$ cat src/hw/rtl/okl_pkg.sv
package okl_pkg;

    localparam int KEY_W = 16;
    localparam int ACT_W = 2;
    localparam int ST_W = 3;
    localparam int TDATA_W = 24;
    localparam int DEPTH_DEFAULT = 64;

    typedef enum logic [ACT_W-1:0] {
        ACT_APPEND = 2'd0,
        ACT_LIST   = 2'd1,
        ACT_REMOVE = 2'd2
    } okl_action_t;

    typedef enum logic [ST_W-1:0] {
        ST_APPENDED  = 3'd0,
        ST_REMOVED   = 3'd1,
        ST_NOT_FOUND = 3'd2,
        ST_EMPTY     = 3'd3,
        ST_FULL      = 3'd4,
        ST_LISTED    = 3'd5
    } okl_status_t;

    // per-cell control: shift from right neighbor, or load a new key
    typedef struct packed {
        logic             shift;
        logic             load;
        logic [KEY_W-1:0] load_key;
    } okl_cell_ctrl_t;

endpackage

$ cat src/hw/rtl/okl_cell.sv
module okl_cell (
    input  logic                      aclk,
    input  okl_pkg::okl_cell_ctrl_t   ctrl,
    input  logic [okl_pkg::KEY_W-1:0] right_key,
    output logic [okl_pkg::KEY_W-1:0] key
);

    logic [okl_pkg::KEY_W-1:0] key_reg;
    logic [okl_pkg::KEY_W-1:0] key_next;

    // load wins over shift: the tail cell takes the rotated head
    always_comb begin
        key_next = key_reg;
        if (ctrl.load) begin
            key_next = ctrl.load_key;
        end else if (ctrl.shift) begin
            key_next = right_key;
        end
    end

    always_ff @(posedge aclk) begin
        key_reg <= key_next;
    end

    assign key = key_reg;

endmodule

$ cat src/hw/rtl/ordered_key_list_append_delete_unit.sv
// ordered key list: append at tail, remove first match, list all keys in order
//
// channels: s_ carries requests (action, key); m_ carries results (status,
// key_out, tlast on the final result of a request). both use tvalid/tready.
// storage is a chain of DEPTH cells; cell 0 is the head. list and remove run
// as a rotation: each cycle that the output register is free, the head leaves
// cell 0, every cell takes its right neighbor, and the head is written back at
// the current tail cell (or dropped on the first match of a remove), so order
// is kept with neighbor moves only. append, full and empty requests finish in
// the accepting cycle, with the result in the output register the cycle after;
// unused codes give no result. list of n keys: one result per cycle while the
// output register is free; remove on n keys: one result after n rotation steps.
// throughput: one request at a time; s_tready is high only when the control
// is idle and the output register is free or being drained this cycle.
// reset clears the key count (list empty), the control state and m_tvalid;
// cell contents are not reset. a stall on m_tready freezes the rotation, so
// no result is lost; the next request is taken only once a waiting result drains.
module ordered_key_list_append_delete_unit #(
    parameter int DEPTH = okl_pkg::DEPTH_DEFAULT
) (
    input  logic                        aclk,
    input  logic                        aresetn,
    input  logic                        s_tvalid,
    output logic                        s_tready,
    input  logic [okl_pkg::TDATA_W-1:0] s_tdata,   // [1:0] action, [17:2] key
    output logic                        m_tvalid,
    input  logic                        m_tready,
    output logic [okl_pkg::TDATA_W-1:0] m_tdata,   // [2:0] status, [18:3] key_out
    output logic                        m_tlast
);

    localparam int KEY_W = okl_pkg::KEY_W;
    localparam int ST_W = okl_pkg::ST_W;
    localparam int CNT_W = $clog2(DEPTH + 1);
    localparam int IDX_W = $clog2(DEPTH);
    localparam int OUT_PAD = okl_pkg::TDATA_W - ST_W - KEY_W;
    localparam int ACT_LSB = 0;

    // one-hot control states
    typedef enum logic [2:0] {
        S_IDLE   = 3'b001,
        S_LIST   = 3'b010,
        S_REMOVE = 3'b100
    } okl_state_t;

    okl_state_t state_reg, state_next;
    logic [CNT_W-1:0] count_reg, count_next;    // keys held
    logic [CNT_W-1:0] remain_reg, remain_next;  // rotation steps left
    logic             found_reg, found_next;    // remove already dropped a key
    logic [KEY_W-1:0] req_key_reg, req_key_next;

    // output register
    logic                 m_valid_reg, m_valid_next;
    okl_pkg::okl_status_t m_status_reg, m_status_next;
    logic [KEY_W-1:0]     m_key_reg, m_key_next;
    logic                 m_last_reg, m_last_next;

    // request fields
    okl_pkg::okl_action_t s_action;
    logic [KEY_W-1:0]     s_key;
    logic                 s_acc;
    logic                 out_free;

    // cell chain
    logic [KEY_W-1:0]         cell_key [DEPTH];
    okl_pkg::okl_cell_ctrl_t  cell_ctrl [DEPTH];
    logic                     shift_all;
    logic                     load_any;
    logic [IDX_W-1:0]         load_idx;
    logic [KEY_W-1:0]         load_key;
    logic [KEY_W-1:0]         head_key;
    logic [CNT_W-1:0]         tail_sum;
    logic [IDX_W-1:0]         tail_idx;
    logic                     drop;

    assign s_action = okl_pkg::okl_action_t'(s_tdata[ACT_LSB +: okl_pkg::ACT_W]);
    assign s_key    = s_tdata[okl_pkg::ACT_W +: KEY_W];
    assign out_free = !m_valid_reg || m_tready;
    assign s_tready = (state_reg == S_IDLE) && out_free;
    assign s_acc    = s_tvalid && s_tready;

    assign head_key = cell_key[0];
    assign tail_sum = count_reg - CNT_W'(1);
    assign tail_idx = tail_sum[IDX_W-1:0];
    assign drop     = !found_reg && (head_key == req_key_reg);

    // cells: each takes its right neighbor on a shift; the last one holds
    for (genvar i = 0; i < DEPTH; i++) begin : g_cell
        assign cell_ctrl[i].shift    = shift_all;
        assign cell_ctrl[i].load     = load_any && (load_idx == IDX_W'(i));
        assign cell_ctrl[i].load_key = load_key;

        okl_cell u_cell (
            .aclk      (aclk),
            .ctrl      (cell_ctrl[i]),
            .right_key ((i == DEPTH - 1) ? cell_key[i] : cell_key[(i + 1) % DEPTH]),
            .key       (cell_key[i])
        );
    end

    always_comb begin
        state_next    = state_reg;
        count_next    = count_reg;
        remain_next   = remain_reg;
        found_next    = found_reg;
        req_key_next  = req_key_reg;
        m_valid_next  = m_valid_reg && !m_tready;
        m_status_next = m_status_reg;
        m_key_next    = m_key_reg;
        m_last_next   = m_last_reg;
        shift_all     = 1'b0;
        load_any      = 1'b0;
        load_idx      = tail_idx;
        load_key      = head_key;

        case (state_reg)
            S_IDLE: begin
                if (s_acc) begin
                    case (s_action)
                        okl_pkg::ACT_APPEND: begin
                            m_valid_next = 1'b1;
                            m_key_next   = s_key;
                            m_last_next  = 1'b1;
                            if (count_reg == CNT_W'(DEPTH)) begin
                                m_status_next = okl_pkg::ST_FULL;
                            end else begin
                                load_any      = 1'b1;
                                load_idx      = count_reg[IDX_W-1:0];
                                load_key      = s_key;
                                count_next    = count_reg + CNT_W'(1);
                                m_status_next = okl_pkg::ST_APPENDED;
                            end
                        end
                        okl_pkg::ACT_LIST, okl_pkg::ACT_REMOVE: begin
                            req_key_next = s_key;
                            found_next   = 1'b0;
                            remain_next  = count_reg;
                            if (count_reg == '0) begin
                                m_valid_next  = 1'b1;
                                m_status_next = okl_pkg::ST_EMPTY;
                                m_key_next    = s_key;
                                m_last_next   = 1'b1;
                            end else if (s_action == okl_pkg::ACT_LIST) begin
                                state_next = S_LIST;
                            end else begin
                                state_next = S_REMOVE;
                            end
                        end
                        default: begin
                            // unused code: no result, no change
                        end
                    endcase
                end
            end

            S_LIST: begin
                if (out_free) begin
                    // rotate head to tail and emit it
                    shift_all     = 1'b1;
                    load_any      = 1'b1;
                    m_valid_next  = 1'b1;
                    m_status_next = okl_pkg::ST_LISTED;
                    m_key_next    = head_key;
                    m_last_next   = (remain_reg == CNT_W'(1));
                    remain_next   = remain_reg - CNT_W'(1);
                    if (remain_reg == CNT_W'(1)) begin
                        state_next = S_IDLE;
                    end
                end
            end

            S_REMOVE: begin
                if (out_free) begin
                    // rotate, dropping the first matching head
                    shift_all   = 1'b1;
                    remain_next = remain_reg - CNT_W'(1);
                    if (drop) begin
                        count_next = count_reg - CNT_W'(1);
                        found_next = 1'b1;
                    end else begin
                        load_any = 1'b1;
                    end
                    if (remain_reg == CNT_W'(1)) begin
                        state_next    = S_IDLE;
                        m_valid_next  = 1'b1;
                        m_status_next = (found_reg || drop) ? okl_pkg::ST_REMOVED
                                                            : okl_pkg::ST_NOT_FOUND;
                        m_key_next    = req_key_reg;
                        m_last_next   = 1'b1;
                    end
                end
            end

            default: begin
                state_next = S_IDLE;
            end
        endcase
    end

    always_ff @(posedge aclk) begin
        if (!aresetn) begin
            state_reg   <= S_IDLE;
            count_reg   <= '0;
            remain_reg  <= '0;
            found_reg   <= 1'b0;
            m_valid_reg <= 1'b0;
        end else begin
            state_reg   <= state_next;
            count_reg   <= count_next;
            remain_reg  <= remain_next;
            found_reg   <= found_next;
            m_valid_reg <= m_valid_next;
        end
    end

    always_ff @(posedge aclk) begin
        req_key_reg  <= req_key_next;
        m_status_reg <= m_status_next;
        m_key_reg    <= m_key_next;
        m_last_reg   <= m_last_next;
    end

    assign m_tvalid = m_valid_reg;
    assign m_tdata  = {{OUT_PAD{1'b0}}, m_key_reg, m_status_reg};
    assign m_tlast  = m_last_reg;

`ifndef ASSERT_OFF
    // key count never exceeds the chain length
    a_count_range: assert property (@(posedge aclk) disable iff (!aresetn)
        count_reg <= CNT_W'(DEPTH))
        else $error("key count above depth");

    // a rotation always has steps left and never more than the keys held
    a_remain_range: assert property (@(posedge aclk) disable iff (!aresetn)
        (state_reg == S_LIST || state_reg == S_REMOVE) |->
            (remain_reg != '0 && remain_reg <= count_reg))
        else $error("rotation step count out of range");

    // an append into a non-full list grows the count by one
    a_append_grow: assert property (@(posedge aclk) disable iff (!aresetn)
        (s_acc && s_action == okl_pkg::ACT_APPEND && count_reg != CNT_W'(DEPTH))
            |=> (count_reg == $past(count_reg) + CNT_W'(1)))
        else $error("append did not grow the list");

    // a list never changes the key count
    a_list_keeps_count: assert property (@(posedge aclk) disable iff (!aresetn)
        (state_reg == S_LIST) |=> (count_reg == $past(count_reg)))
        else $error("list changed the key count");
`endif

endmodule
$ cat config.mk
export PLATFORM = sky130hd
export DESIGN_NAME = ordered_key_list_append_delete_unit
export DESIGN_NICKNAME = d
export VERILOG_FILES = /design/src/hw/rtl/okl_pkg.sv /design/src/hw/rtl/okl_cell.sv /design/src/hw/rtl/ordered_key_list_append_delete_unit.sv
export SDC_FILE = /design/constraint.sdc
export NUM_CORES = 1
export LEC_CHECK = 0
export BUFFER_PORTS_ARGS = -buffer_cell sky130_fd_sc_hd__buf_2
export CORE_AREA = 2 2 322 324
export CTS_BUF_LIST = sky130_fd_sc_hd__clkbuf_4 sky130_fd_sc_hd__clkbuf_8 sky130_fd_sc_hd__clkbuf_16
export DETAILED_ROUTE_END_ITERATION = 6
export DIE_AREA = 0 0 324 326
export GPL_TIMING_DRIVEN = 0
export PLACE_DENSITY_LB_ADDON = 0.2
export SETUP_SLACK_MARGIN = 0.4
export SLEW_MARGIN = 0
export SYNTH_ARGS = -nofsm -noshare
export SYNTH_HDL_FRONTEND = slang
export SYNTH_SLANG_ARGS = --single-unit
$ cat constraint.sdc
create_clock -name aclk -period 10.85 [get_ports aclk]
set_input_delay 2.17 -clock aclk [delete_from_list [all_inputs] [get_ports aclk]]
set_output_delay 2.17 -clock aclk [all_outputs]
set_load 0.03 [all_outputs]
# After elaboration in Yosys (flattened, before gate mapping)
# Index checks and enable logic that the tools add are counted.
# totals
reg_bits,1079
inputBits,28
out_inout_bits,27
# classes
add_sub_neg,3
eq_ne,84
muxes,194
reduce_logical,150
# op_table
operator,n
16-bit 2-to-1 mux,135
"6-bit equality test, second input constant",32
2-bit nonzero test,65
"6-bit by 5-bit equality test with 1-bit output, second input constant",16
1-bit logical AND,68
7-bit 2-to-1 mux,8
"6-bit by 4-bit equality test with 1-bit output, second input constant",8
16-bit one-hot mux with 3 select lines,1
3-bit 2-to-1 mux,12
16-bit one-hot mux with 2 select lines,1
7-bit one-hot mux with 2 select lines,2
"6-bit by 3-bit equality test with 1-bit output, second input constant",4
6-bit 2-to-1 mux,4
1-bit 2-to-1 mux,21
16-bit equality test,1
"2-bit != test, second input constant",7
"7-bit by 1-bit subtractor with 7-bit output, second input constant",2
"6-bit by 2-bit equality test with 1-bit output, second input constant",2
3-bit one-hot mux with 2 select lines,2
5-bit AND reduction,2
1-bit one-hot mux with 3 select lines,3
3-bit one-hot mux with 3 select lines,1
"2-bit by 1-bit != test with 1-bit output, second input constant",4
"7-bit by 1-bit adder with 7-bit output, second input constant",1
other kinds (23),29

# Logic depth before layout (Yosys ltp)
# logic_depth
word_depth,9
depth_mapped,13
ltp_nobuf,9

# Hierarchy
# A second synthesis with hierarchy kept.
# hier_totals
hier_cells,2741
area_unflattened_um2,50773.7
# modules_own_cells
mod,n_inst,cells_each,area_each_um2,seq_area_each_um2
okl_cell,64,35,732.0,480.5
ordered_key_list_append_delete_unit,1,501,3928.8,1461.4

# Worst setup path after synthesis
# OpenSTA, ideal clock, no wires.
# synth_timing
path_kind,input-to-reg
startpoint,input s_tdata[1] (netlist bit)
endpoint,"register g_cell[33].u_cell.key_reg, in the netlist g_cell[33].u_cell.key[0], enable pin"
setup_ps,411
t_arrival_ps,5150
path_slack_ps,5289
cell_stages,9
path_cell_list,inv_1 -> ha_1 -> nand2_1 -> or3_4 -> buf_6 -> o31ai_4 -> nand3_4 -> or2_4 -> o21ai_0
# synth_via
elab_chain_len,7
elab_cells_between_ends,10
cone_classes,eq/ne: 1; mux: 6; reduce/logical: 3
# synth_rtl
item,line,source
start: declaration,ordered_key_list_append_delete_unit.sv:25,"input logic [okl_pkg::TDATA_W-1:0] s_tdata,"
2-bit logical NOT (*),ordered_key_list_append_delete_unit.sv:119,case (s_action)
6-bit 2-to-1 mux,ordered_key_list_append_delete_unit.sv:119,
6-bit 2-to-1 mux,ordered_key_list_append_delete_unit.sv:118,if (s_acc) begin
6-bit 2-to-1 mux,ordered_key_list_append_delete_unit.sv:116,case (state_reg)
6-bit equality test,ordered_key_list_append_delete_unit.sv:90,assign cell_ctrl[i].load = load_any && (load_idx == IDX_W'(i));
1-bit logical AND (*),ordered_key_list_append_delete_unit.sv:90,
2-bit nonzero test (no source line) (*),--,
end signal: assignment,okl_cell.sv:22,key_reg <= key_next;
end: declaration,okl_cell.sv:8,logic [okl_pkg::KEY_W-1:0] key_reg;
# Every way passes the cells marked *; elsewhere a longest branch is shown, timed or not.
# A chain may end at the register's enable or synchronous reset.

==> out/qor.yml <==
hold_violations: 0
maxSlewHeadroom_pct: 11.0
setup_tns_ns: 0
io_buffer_count: 43
fp.dieH_um: 326
timing.final.setup_violations: 0
largest_register_ff_count: 1024
ys.warnings.count: 0
timing.final.max_slew_violations: 0
die_w_um: 324
synthesis.area_per_instance_um2: 17.4
hpwlAfterDp_mm: 83.5
fillCellCount: 8106
gr-usage-met1_pct: 31.1
timing.critical_path.required_ns: 11.40
cts.hold.buffers_added: 0
cp-end-kind: "register"
grt_usage_pct: 23.1
tritoncts: "yes"
coreArea_um2: 103000
final_common_cell: "edfxtp_1"
power_density_nw_per_um2: 161
rsz_0062_raised_after_global_routing: "false"
sequential_area_share_after_synthesis_pct: 66.2
drt-total-wl_mm: 122
post_synth_mux_area_share_pct: 23.8
power.leakage_nw: 18.1
final_layout_size_suffix_gt1_share_pct: 46.0
critPathMaxStageDelay_ns: 0.94
flow.area_growth_from_synthesis_pct: 12.0
synthesis.area_um2: 48700
cts-buffers-inserted: 113
root_buffer: "clkbuf_16"
final_min_period_over_clock_period_pct: 54.2
number_of_post_cts_setup_repair_buffers: 0
yosysTopAreaCellShare_pct: 65.4
synth_flop_cell: "edfxtp_1"
route.vias.total: 25300
synth_top_cells_by_area: "edfxtp_1 65%, mux2_2 22%, nor3_4 1.5%"
maxClockFrequency_mhz: 170
top_level_ports: 55
firstDrtPassIters: 5
clock_insertion_delay_worst_skew_ns: 0.72
max_cap_violations: 0
category_of_cells_accounting_for_the_largest_share_of_critical_path_delay: "simple AND/OR/NAND/NOR gates"
min_delay_path_depth: 1
worst_hold_path.endpoint: "g_cell[17].u_cell.key[2]"
worst-slew-pin-transition_ns: 1.34
final.hold.worst_slack_ns: 0.518
outcome: "finished, final reports clean"
synthXorXnorAreaFrac_pct: 0.342
timing_worst_setup_path_type: "primary input to register"
detail_route.vias_per_cell: 5.69
first_global_vias: 26300
finalCriticalPeriod_ns: 5.88
antenna_left: 0
grt_pass1_wl_mm: 177
critPathBufInv: 5
postCtsResizedCells: 0
worst_r2r_endpoint: "g_cell[22].u_cell.key[14]"
antenna_found_initial: 28
cts_sinks: 1079
main_combinational_cell_family_by_area_after_synthesis: "multiplexers"
synth.distinct_cells: 78
cell_mode_on_critical_path: "nand2_1"
hp-start: "g_cell[18].u_cell.key[2]"
postSynthCellCount: 2800
drt_iter0_markers: 2427
path_class_of_the_lowest_slack_min_delay_path: "register to register"
layout.core_utilization_pct: 53.1
clock_pin_slew_worst_setup_and_hold_paths_ns: 0.06
yosys.area_share.simple_pct: 4.48
worst_r2r_startpoint: "count_reg[0]"
cts_max_level: 3
final_cell_count_no_fill: 4449
worst_r2r_path_depth: 12
critical_path.startpoint_type: "primary input"
mostFrequentLayoutCells: "1,060 x edfxtp_1, 944 x mux2_2, 126 x clkbuf_1, 114 x clkbuf_16, 79 x nand2_1"
gp_routability_congestion: 0.880
globalRoute.busiestLayer: "met2"
yosysTopAreaCell: "edfxtp_1"
fin_worst_skew_ns: 0.0447
grt_use_met2_pct: 36.5
row_count: 118
reg2reg_setup_slack_ns: 5.28
post-route-drc-count: 0
count_of_flip_flops_with_a_built_in_enable_after_synthesis: 1060
initial_core_util_pct: 47.4
worstPathCellList: "buf_2 -> inv_1 -> ha_1 -> nand2_1 -> or3_4 -> buf_6 -> nor2_2 -> clkbuf_1 -> nand2_1 -> nand2_1 -> clkbuf_1 -> mux2_2"
synth_fa_ha_area_share_pct: 0.180
grt_max_degree: 17
synth-compound-area-share_pct: 2.39
critical-path-slowest-cell: "nand2_1"
grt_overflow_total: 0
wl_per_cell_um: 27.5
cts_max_path_buffers: 3
final_nets: 3010
met3_grt_util_pct: 6.42
dp_cells: 4240
number_of_synthesized_register_bits: 1079
cp_max_fo: 10
ir_worst_vdd_v: 0.000150
fp.dieArea_um2: 106000
crit_arrival_ns: 6.44
synth_async_sr_flop_share_pct: 0
## layout make-up
type	instances	area [um2]	share of cell area, %
sequential	1079	32200	59.1
clock buffer	131	2980	5.47
timing repair buffer	56	324	0.595
multi-input combinational	1496	15200	27.9
clock inverter	75	754	1.38
antenna	3	7.51	0.0138
buffer	220	1250	2.29
inverter	9	33.8	0.0620
tap	1380	1730	3.17
## worst register-to-register path: stages, from the launching register on
cell and delay, ns:
dfxtp_1 0.36, clkbuf_1 0.54, inv_1 0.34, ha_1 0.36, nor3b_2 0.22, and3_1 0.17, buf_2 0.22, nor2_2 0.42
clkbuf_1 0.45, nand2_1 0.10, nand2_1 0.94, clkbuf_1 0.93, mux2_2 0.35
## worst max-delay path by stage
stage | to | depth (start not counted) | slack (ns) | start
3_3_place_gp | g_cell[49].u_cell.key[11] | 10 | 4.03 | s_tdata[1]
5_1_grt | g_cell[22].u_cell.key[14] | 12 | 4.85 | s_tdata[1]
4_1_cts | g_cell[23].u_cell.key[12] | 12 | 5.03 | s_tdata[1]
6_report | g_cell[22].u_cell.key[14] | 12 | 4.97 | s_tdata[1]
3_5_place_dp | g_cell[23].u_cell.key[12] | 12 | 4.29 | s_tdata[1]
2_1_floorplan | g_cell[33].u_cell.key[0] | 9 | 5.29 | s_tdata[1]
## routing by layer
metal  up-vias  share of wire [%]
met2       931                 47
met1     13000                 42
met3       192                8.7
met4         4                2.8
met5         -              0.020
li1      11200                  -
## report_power, final
group,switching [W],internal (W)
combinational,0.000250,0.0000706
sequential,0.00000904,0.00454
clock,0.00165,0.00225
## metrics by stage
stage | total power, W | area (um2) | setup slack [ns]
finish | 0.00877 | 54500 | 4.97
global route | 0.00900 | 54500 | 4.85
CTS | 0.00882 | 54500 | 5.03
detailed placement | 0.00496 | 50700 | 4.29
global placement | 0.00495 | 50600 | 4.03
floorplan | 0.00482 | 48700 | 5.29
## synth_stat cells, types with 19 or more instances
master	instances
a21oi_1	34
buf_4	56
clkbuf_1	126
dfxtp_1	19
edfxtp_1	1060
mux2_1	19
mux2_2	944
mux2_4	45
nand2_1	79
nand2b_1	56
nor2_1	30
nor3_4	46
o21ai_0	29
o22ai_1	32
## cells by family (layout without fill, tap and decap cells)
logic type | after synthesis | count (layout)
compound gates | 163 | 163
xor+xnor | 19 | 19
fa+ha+maj | 7 | 7
buf+inv | 229 | 491
flops | 1079 | 1079
mux | 1012 | 1012
other cells | 1 | 8
simple gates | 290 | 290
Power figures use the tool's default switching activity.
